**src/rtl/tpc_frame_item_decoder_assert.svh**
```systemverilog
// Assertion macros for the frame item decoder.
`ifndef TPC_FRAME_ITEM_DECODER_ASSERT_SVH
`define TPC_FRAME_ITEM_DECODER_ASSERT_SVH

// Same-cycle implication, checked out of reset.
`define TFID_ASSERT_IMP(lbl, ante, cons) \
  lbl: assert property (@(posedge clk) disable iff (!rst_n) (ante) |-> (cons)) \
    else $error("tfid assertion failed");

// Next-cycle implication, checked out of reset.
`define TFID_ASSERT_NXT(lbl, ante, cons) \
  lbl: assert property (@(posedge clk) disable iff (!rst_n) (ante) |=> (cons)) \
    else $error("tfid assertion failed");

`endif

```
**src/rtl/tfid_pkg.sv**
```systemverilog
package tfid_pkg;

  localparam int BUCKETS  = 512;
  localparam int CHANNELS = 68;
  localparam int CHIPS    = 4;
  localparam int PAIRS    = (CHANNELS + 1) / 2;

  localparam int CHIP_W   = 2;
  localparam int CHAN_W   = 7;
  localparam int PAIR_W   = 6;
  localparam int BUCKET_W = 9;
  localparam int SAMPLE_W = 12;

  localparam logic [CHIP_W:0]   CHIPS_L   = (CHIP_W + 1)'(CHIPS);
  localparam logic [PAIR_W:0]   PAIRS_L   = (PAIR_W + 1)'(PAIRS);
  localparam logic [BUCKET_W:0] BUCKETS_L = (BUCKET_W + 1)'(BUCKETS);

  localparam logic [1:0] MODE_PARTIAL = 2'd1;
  localparam logic [1:0] MODE_FULL    = 2'd2;

  typedef struct packed {
    logic [31:0] word;
    logic [1:0]  frame_mode;
    logic        start_of_frame;
    logic        last_word;
  } item_t;

  typedef struct packed {
    logic [CHIP_W-1:0]   chip;
    logic [PAIR_W-1:0]   pair;
    logic [BUCKET_W-1:0] bucket;
  } pos_t;

  typedef struct packed {
    logic take;
    logic sof;
    logic adv;
  } pos_ctl_t;

  typedef struct packed {
    logic [CHIP_W-1:0]   chip;
    logic [CHAN_W-1:0]   channel;
    logic [BUCKET_W-1:0] bucket;
    logic [SAMPLE_W-1:0] sample;
    logic                last_of_word;
    logic                frame_end;
  } rec_t;

endpackage

```
**src/rtl/tfid_pos.sv**
```systemverilog
module tfid_pos (
  input  logic              clk,
  input  logic              rst_n,
  input  tfid_pkg::pos_ctl_t ctl,
  output tfid_pkg::pos_t    pos
);

  tfid_pkg::pos_t cnt_r;
  tfid_pkg::pos_t cnt_nxt;
  tfid_pkg::pos_t eff;
  tfid_pkg::pos_t stepped;

  logic [tfid_pkg::CHIP_W:0]   chip_inc;
  logic [tfid_pkg::PAIR_W:0]   pair_inc;
  logic [tfid_pkg::BUCKET_W:0] bucket_inc;

  // start flag clears the position ahead of the word
  assign eff = ctl.sof ? '0 : cnt_r;
  assign pos = eff;

  assign chip_inc   = {1'b0, eff.chip} + 1'b1;
  assign pair_inc   = {1'b0, eff.pair} + 1'b1;
  assign bucket_inc = {1'b0, eff.bucket} + 1'b1;

  always_comb begin
    stepped = eff;
    if (chip_inc >= tfid_pkg::CHIPS_L) begin
      stepped.chip = '0;
      if (pair_inc >= tfid_pkg::PAIRS_L) begin
        stepped.pair = '0;
        if (bucket_inc >= tfid_pkg::BUCKETS_L) begin
          stepped.bucket = '0;
        end else begin
          stepped.bucket = bucket_inc[tfid_pkg::BUCKET_W-1:0];
        end
      end else begin
        stepped.pair = pair_inc[tfid_pkg::PAIR_W-1:0];
      end
    end else begin
      stepped.chip = chip_inc[tfid_pkg::CHIP_W-1:0];
    end
  end

  always_comb begin
    cnt_nxt = cnt_r;
    if (ctl.take) begin
      cnt_nxt = ctl.adv ? stepped : eff;
    end
  end

  always_ff @(posedge clk) begin
    if (!rst_n) begin
      cnt_r <= '0;
    end else begin
      cnt_r <= cnt_nxt;
    end
  end

endmodule

```
**src/rtl/tfid_unpack.sv**
```systemverilog
module tfid_unpack (
  input  tfid_pkg::item_t item,
  input  tfid_pkg::pos_t  pos,
  input  logic            second,
  output tfid_pkg::rec_t  rec
);

  logic [tfid_pkg::CHIP_W:0]   chip_inc;
  logic [tfid_pkg::PAIR_W:0]   pair_inc;
  logic [tfid_pkg::BUCKET_W:0] bucket_inc;
  logic                        at_end;
  logic [31:0]                 w;

  assign w          = item.word;
  assign chip_inc   = {1'b0, pos.chip} + 1'b1;
  assign pair_inc   = {1'b0, pos.pair} + 1'b1;
  assign bucket_inc = {1'b0, pos.bucket} + 1'b1;
  assign at_end     = (chip_inc >= tfid_pkg::CHIPS_L) && (pair_inc >= tfid_pkg::PAIRS_L) &&
                      (bucket_inc >= tfid_pkg::BUCKETS_L);

  always_comb begin
    case (item.frame_mode)
      tfid_pkg::MODE_PARTIAL: begin
        rec.chip         = w[7:6];
        rec.channel      = {w[5:0], w[15]};
        rec.bucket       = {w[14:8], w[23:22]};
        rec.sample       = {w[19:16], w[31:24]};
        rec.last_of_word = 1'b1;
        rec.frame_end    = item.last_word;
      end
      default: begin
        rec.chip         = pos.chip;
        rec.channel      = {pos.pair, second};
        rec.bucket       = pos.bucket;
        rec.sample       = second ? {w[19:16], w[31:24]} : {w[3:0], w[15:8]};
        rec.last_of_word = second;
        rec.frame_end    = second && at_end;
      end
    endcase
  end

endmodule

```
**src/rtl/tpc_frame_item_decoder.sv**
```systemverilog
// Channel  | Ports            | Contents
// input    | in_t*            | tdata word; tuser frame mode, start flag; tlast last word
// result   | out_t*           | tdata chip, channel, bucket, sample; tuser last of word;
//          |                  | tlast frame end
// One input register feeds one result register; partial mode takes one word per cycle while the result is not stalled.
// Full mode loads the shared result register once per sample, both samples of a word in turn.
// Modes 0 and 3 are dropped from the input register without using the result register.
// Synchronous active-low reset clears valids, phase and position counters.
// A stalled result holds; the input register still takes a word while it is empty.
`include "tpc_frame_item_decoder_assert.svh"

module tpc_frame_item_decoder (
  input  logic        clk,
  input  logic        rst_n,
  input  logic        in_tvalid,
  output logic        in_tready,
  input  logic [31:0] in_tdata,   // [31:0] word
  input  logic [2:0]  in_tuser,   // [1:0] frame_mode, [2] start_of_frame
  input  logic        in_tlast,   // last_word
  output logic        out_tvalid,
  input  logic        out_tready,
  output logic [31:0] out_tdata,  // [1:0] chip, [8:2] channel, [17:9] bucket, [29:18] sample
  output logic        out_tuser,  // last_of_word
  output logic        out_tlast   // frame_end
);

  logic              in_v_r;
  logic              in_v_nxt;
  tfid_pkg::item_t   item_r;
  logic              phase_r;
  logic              phase_nxt;
  logic              out_v_r;
  logic              out_v_nxt;
  tfid_pkg::rec_t    rec_r;
  tfid_pkg::rec_t    rec;
  tfid_pkg::pos_t    pos;
  tfid_pkg::pos_ctl_t pctl;

  logic is_part;
  logic is_full;
  logic out_free;
  logic load;
  logic consume;
  logic in_take;

  assign is_part  = item_r.frame_mode == tfid_pkg::MODE_PARTIAL;
  assign is_full  = item_r.frame_mode == tfid_pkg::MODE_FULL;
  assign out_free = !out_v_r || out_tready;
  assign load     = in_v_r && out_free && (is_part || is_full);
  assign consume  = in_v_r && (!(is_part || is_full) || (out_free && (is_part || phase_r)));
  assign in_tready = !in_v_r || consume;
  assign in_take  = in_tvalid && in_tready;

  assign pctl.take = consume;
  assign pctl.sof  = item_r.start_of_frame && in_v_r;
  assign pctl.adv  = is_full;

  tfid_pos u_pos (
    .clk   (clk),
    .rst_n (rst_n),
    .ctl   (pctl),
    .pos   (pos)
  );

  tfid_unpack u_unpack (
    .item   (item_r),
    .pos    (pos),
    .second (phase_r),
    .rec    (rec)
  );

  always_comb begin
    in_v_nxt = in_v_r;
    if (in_take) begin
      in_v_nxt = 1'b1;
    end else if (consume) begin
      in_v_nxt = 1'b0;
    end
  end

  always_comb begin
    phase_nxt = phase_r;
    if (in_v_r && out_free && is_full) begin
      phase_nxt = !phase_r;
    end
  end

  always_comb begin
    out_v_nxt = out_v_r;
    if (load) begin
      out_v_nxt = 1'b1;
    end else if (out_tready) begin
      out_v_nxt = 1'b0;
    end
  end

  always_ff @(posedge clk) begin
    if (!rst_n) begin
      in_v_r  <= 1'b0;
      phase_r <= 1'b0;
      out_v_r <= 1'b0;
    end else begin
      in_v_r  <= in_v_nxt;
      phase_r <= phase_nxt;
      out_v_r <= out_v_nxt;
    end
  end

  always_ff @(posedge clk) begin
    if (in_take) begin
      item_r.word           <= in_tdata;
      item_r.frame_mode     <= in_tuser[1:0];
      item_r.start_of_frame <= in_tuser[2];
      item_r.last_word      <= in_tlast;
    end
    if (load) begin
      rec_r <= rec;
    end
  end

  assign out_tvalid = out_v_r;
  assign out_tdata  = {2'b00, rec_r.sample, rec_r.bucket, rec_r.channel, rec_r.chip};
  assign out_tuser  = rec_r.last_of_word;
  assign out_tlast  = rec_r.frame_end;

  // second sample pending only for a held full-mode word
  `TFID_ASSERT_IMP(a_phase_full, phase_r, in_v_r && is_full)
  // a first-of-pair record on the output means its partner is still to come
  `TFID_ASSERT_IMP(a_first_pending, out_v_r && !rec_r.last_of_word, phase_r)
  // position counters stay inside the frame geometry
  `TFID_ASSERT_IMP(a_pos_range, !pctl.sof,
                   ({1'b0, pos.chip} < tfid_pkg::CHIPS_L) &&
                   ({1'b0, pos.pair} < tfid_pkg::PAIRS_L) &&
                   ({1'b0, pos.bucket} < tfid_pkg::BUCKETS_L))
  // a full-mode word leaves the input register only after both samples
  `TFID_ASSERT_NXT(a_full_two, in_v_r && is_full && !phase_r && out_free, in_v_r && phase_r)

endmodule
```
**config.mk**
```make
export PLATFORM = sky130hd
export DESIGN_NAME = tpc_frame_item_decoder
export DESIGN_NICKNAME = d
export VERILOG_FILES = /design/src/rtl/tfid_pkg.sv /design/src/rtl/tfid_pos.sv /design/src/rtl/tfid_unpack.sv /design/src/rtl/tpc_frame_item_decoder.sv
export VERILOG_INCLUDE_DIRS = /design/src /design/src/rtl
export SDC_FILE = /design/constraint.sdc
export NUM_CORES = 1
export LEC_CHECK = 0
export BUFFER_PORTS_ARGS = -buffer_cell sky130_fd_sc_hd__buf_4
export CORE_MARGIN = 8
export CORE_UTILIZATION = 41
export DETAILED_ROUTE_END_ITERATION = 10
export PLACE_DENSITY = 0.71
export SLEW_MARGIN = 20
export SYNTH_ARGS = -nofsm -noshare
export SYNTH_HDL_FRONTEND = slang
export SYNTH_SLANG_ARGS = --single-unit
```
**constraint.sdc**
```tcl
create_clock -name clk -period 4.3 [get_ports clk]
set_input_delay 0.43 -clock clk [delete_from_list [all_inputs] [get_ports clk]]
set_output_delay 0.43 -clock clk [all_outputs]
set_load 0.1 [all_outputs]
```
Word-level counts from Yosys, hierarchy flattened
Cells that the tools add are included.
W data, S select, Z words.
{ "classes": {"add_sub_neg": 3, "magnitude_cmp": 3, "eq_ne": 2, "mux": 13, "reduce_logical": 21} }
{ "op_table": {"columns": ["cell", "n"], "rows": [
  ["$mux W17", 2],
  ["$mux W32", 1],
  ["$mux W9", 2],
  ["$mux W15", 1],
  ["$mux W12", 1],
  ["$add A9 B1 Y10 const B", 1],
  ["$ge A10 B10 Y1 const B", 1],
  ["$logic_and A1 B1 Y1", 10],
  ["$add A6 B1 Y7 const B", 1],
  ["$ge A7 B6 Y1 const B", 1],
  ["$mux W6", 1],
  ["$logic_or A1 B1 Y1", 5],
  ["$logic_not A1 Y1", 4],
  ["$mux W1", 4],
  ["$reduce_bool A2 Y1", 2],
  ["$add A2 B1 Y3 const B", 1],
  ["$ge A3 B3 Y1 const B", 1],
  ["$eq A2 B1 Y1 const B", 1],
  ["$eq A2 B2 Y1 const B", 1],
  ["$mux W2", 1]
]} }
{ "totals": {"register_bits": 88, "input_bits": 40, "output_inout_bits": 36, "elab_cells": 58} }

Depth between registers and ports, before layout
{ "depth": {"ltp_word": 8, "mapped_depth": 12, "ltp_nobuf": 8} }

Hierarchy
From an unflattened synthesis, not the netlist that was laid out.
{ "unflattened": {"hier_cells": 336, "hier_area_um2": 4191.5} }
{ "by_module_without_submodules": {"columns": ["module", "instances", "cells_per_inst", "area_per_inst_um2", "seq_area_each_um2"], "rows": [
  ["tpc_frame_item_decoder", 1, 95, 2277.2, 2102.0],
  ["tfid_pos", 1, 183, 1338.8, 340.3],
  ["tfid_unpack", 1, 58, 575.6, 0.0]
]} }

Worst setup path after synthesis
No wires, ideal clock.
{ "synth_timing": {"kind": "register to register", "start": "reg out_v_r, in the netlist out_tvalid", "end": "reg item_r[0] (netlist name), enable pin", "setup_ps": 394, "t_arrival_ps": 2612, "t_required_ps": 3906, "path_slack_ps": 1294, "path_stages_with_launch": 4, "n_path_buf": 0, "synth_period_minus_slack_ps": 3006, "path_cell_list": "dfxtp_1 > nand2b_1 > a21o_1 > and2_1"} }
{ "synth_via": {"elab_chain_cells": 7} }
{ "synth_rtl": {"columns": ["element", "line_no", "rtl"], "rows": [
  ["start, declared", "tpc_frame_item_decoder.sv:32", "logic out_v_r;"],
  ["start signal, assigned", "tpc_frame_item_decoder.sv:105", "out_v_r <= out_v_nxt;"],
  ["$logic_not A1 Y1", "tpc_frame_item_decoder.sv:48", "assign out_free = !out_v_r || out_tready;"],
  ["$logic_or A1 B1 Y1", "tpc_frame_item_decoder.sv:48", null],
  ["$logic_and A1 B1 Y1", "tpc_frame_item_decoder.sv:50", "assign consume = in_v_r && (!(is_part || is_full) || (out_free && (is_part || phase_r)));"],
  ["$logic_or A1 B1 Y1", "tpc_frame_item_decoder.sv:50", null],
  ["$logic_and A1 B1 Y1", "tpc_frame_item_decoder.sv:50", null],
  ["$logic_or A1 B1 Y1", "tpc_frame_item_decoder.sv:51", "assign in_tready = !in_v_r || consume;"],
  ["named net in_tready", "tpc_frame_item_decoder.sv:16", "output logic in_tready,"],
  ["$logic_and A1 B1 Y1", "tpc_frame_item_decoder.sv:52", "assign in_take = in_tvalid && in_tready;"],
  ["named net in_take", "tpc_frame_item_decoder.sv:44", "logic in_take;"],
  ["end, declared", "tpc_frame_item_decoder.sv:29", "tfid_pkg::item_t item_r;"]
]} }
The timed path passes the listed nets, and every way through them passes these cells.
A chain may end at the register's enable or synchronous reset.

==> results.md <==
* Worst slew margin at between 20% and 30%
* Clock Path Buffers at 2
* Final Cell Area at 4660 um^2
* Multi-input gate area at between 1000 and 1500 um^2
* Layout Utilization at ~50%
* Commonest non-fill, non-tap cells in the layout: 73 x buf_4, 66 x edfxtp_1, 43 x nand2_1
* Avg WL per Cell at 16.7 um
* CTS tree: built
* Path type of the worst setup path: flop to flop
* Post-synth EDFFs at 66
* # IOs at 76
* Final Max Slew Viols at 0
* Largest net degree at the start of global routing at 35
* Unrepaired setup endpoints after global routing: no
* Vias/cell at around 5.3
* # nets final at roughly 420
* HPWL Detailed at roughly 5800 um
* Vias in the first global route at about 2800
* Die Ht at 113 um
* Ant diodes at 0
* Final ANT Viol Nets at 0
* Fmax at about 0.33 GHz
* FP Rows at 35
* Final WL at around 8600 um
* Synth Flop Type: edfxtp_1
* Initial antenna violation count at 0
* H-tree levels at 3
* Cell total after placement at slightly below 500
* Final min period at 3.07 ns
* Slew @ Worst Pin at between 1 and 1.5 ns
* Power per cell area at between 300 and 400 nW/um^2
* Layout cell share with drive strength beyond 1 at about 31%
* Port buffer count at between 70 and 80
* Clock slew at reported path FFs at 0.08 ns
* CTS buffer count at 9
* Period utilization at between 70% and 80%
* CTS sink cnt at 86
* Post-CTS setup buffer count at 0
* DRC viols at 0
* GP Congestion at approximately 0.9
* Setup Slack @ Placement at 1.28 ns
* Final worst setup slack at roughly 1.2 ns
* Cell Area, Placed at between 4000 and 5000 um^2
* First-pass GRT wire length at 13800 um
* Starting Density at between 40% and 50%
* CP max FO at 17
* Grt total ovfl at 0
* Final non-filler cell total at about 500
* Global Route Usage Sum at a little over an eighth
* Area growth syn-to-layout at 19.5%
* Clk_lat worst skew at approximately 0.35 ns
* Worst Hold Class: input port to flop
* Post_cts resized at 0
* Asr flop ratio synth at 0%
* Max IR drop VDD at approximately 0.22 mV
* Post-synthesis register bit count at 86
* Fill cells at about 830
* Setup-failing EPs final at 0
* DR pass1 iterations at 5
* Critical Path RT at about 4.4 ns
* Syn_area_per_cell at ~12 um^2
* Syn. warnings at 0
* Hold WS at approximately 0.25 ns
* Cell Area, Synth at 3890 um^2
* Reg area at around 2400 um^2
* Initial DRC count at roughly 210
* Arr. time, crit path at between 3 and 4 ns
* Status: finished clean
* Startpoint Class: flop
* Clock Skew at 0.00551 ns
* Die Area at ~13000 um^2
* Sequential share of the synthesized area at roughly 60%
* Total power at approximately 1.7 mW
* Vias at roughly 2700
* Placeable Area at a little over 9000 um^2
* Chip Width at 113 um
* Final Hold Viols at 0
* Yosys cell types at 64
* Max-cap viol count at 0
* Hold buffers post-CTS at 0
* Setup TNS Final at 0 ns
* Leak pwr at between 1.5 and 2 nW
* Critical Path Sink Type: flop
* Commonest non-fill, non-tap cell in the layout: buf_4
* Root Driver: clkbuf_8
* Syn Inst Count at about 320
[flip-flops by register name, summed over array words and instances, names as in the netlist]
name,count
u_pos.cnt_r,17
out_tuser,1
in_v_r,1
phase_r,1
item_r,34
out_tdata,30
out_tlast,1
out_tvalid,1
[cells by family (layout without fill, tap and decap cells)]
| logic type | Yosys count | in the layout | share of synthesized area (%) |
|---|---|---|---|
| AOI/OAI and AO/OA | 60 | 60 | 11.7 |
| adders and majority gates | 4 | 4 | 1.28 |
| other | 1 | 2 | 0.0963 |
| DFF | 86 | 86 | 61.2 |
| muxes | 17 | 17 | 4.88 |
| buffers and inverters | 32 | 97 | 4.08 |
| and+or+nand+nor | 113 | 113 | 15.7 |
| xor gates and xnor gates | 5 | 5 | 1.12 |
[power by group]
group	switching (mW)	total (mW)	leakage [nW]	internal, mW
Combinational	0.195	0.264	0.784	0.0693
Sequential	0.0170	0.959	0.787	0.942
Clock	0.274	0.497	0.0861	0.223
Total	0.486	1.72	1.66	1.24
[critical path, stage by stage, from the launching register on]
cell and delay (ns):
dfxtp_1 0.68, nand2_1 0.12, and2_1 0.20, ha_1 0.32, xor2_1 0.19, a2bb2oi_1 0.19, nor3_2 0.80, or3_1 0.23
o31ai_1 0.08
[synthesized netlist by cell type (3+ instances only)]
master     instances  area [um^2]
and2_1             8         50.1
or3_1              5         31.3
o21ai_0           17         85.1
ha_1               4         50.1
inv_1              8         30.0
nor4_1             3         18.8
nor3_1             4         20.0
nand2b_1           4         25.0
clkbuf_1           9         33.8
or4_1              4         30.0
xnor2_1            3         26.3
buf_2             10         50.1
nor2_1             6         22.5
nand2_1           43          161
o31ai_1            3         22.5
dfxtp_1           20          400
nand4_1           10         62.6
mux2_2            16          180
edfxtp_1          66         1980
nand3_1           11         55.1
a21oi_1            6         30.0
o2bb2ai_1          3         26.3
[layer usage]
layer  part of all wire (%)  vias up  global-route usage, %  routed length (um)
met4                    1.1        0                   5.68                  98
met2                     45      123                   20.4                3850
li1                       -     1321                      -                   -
met1                     45     1281                   17.3                3890
met5                      0        -                      0                   0
met3                    8.5       11                   4.86                 732
[path summary, 6_finish.rpt]
kind / cells past startpoint / slack [ns] / endpoint / startpoint
setup / recovery: 8 / 1.23 / out_tlast / in_v_r
hold reg to reg: 2 / 0.48 / u_pos.cnt_r[16] / u_pos.cnt_r[16]
setup reg to reg: 8 / 1.23 / out_tlast / in_v_r
hold / removal: 1 / 0.25 / item_r[26] / in_tdata[22]
[cell type report]
cell class                 count  area share, %
clock buffer                  12           3.12
clock inverter                 4          0.484
inverter                       8          0.645
multi-input combinational    201           29.3
sequential                    86           51.2
tap                          129           3.47
timing repair buffer          73           11.8
Power figures use the tool's default switching activity.
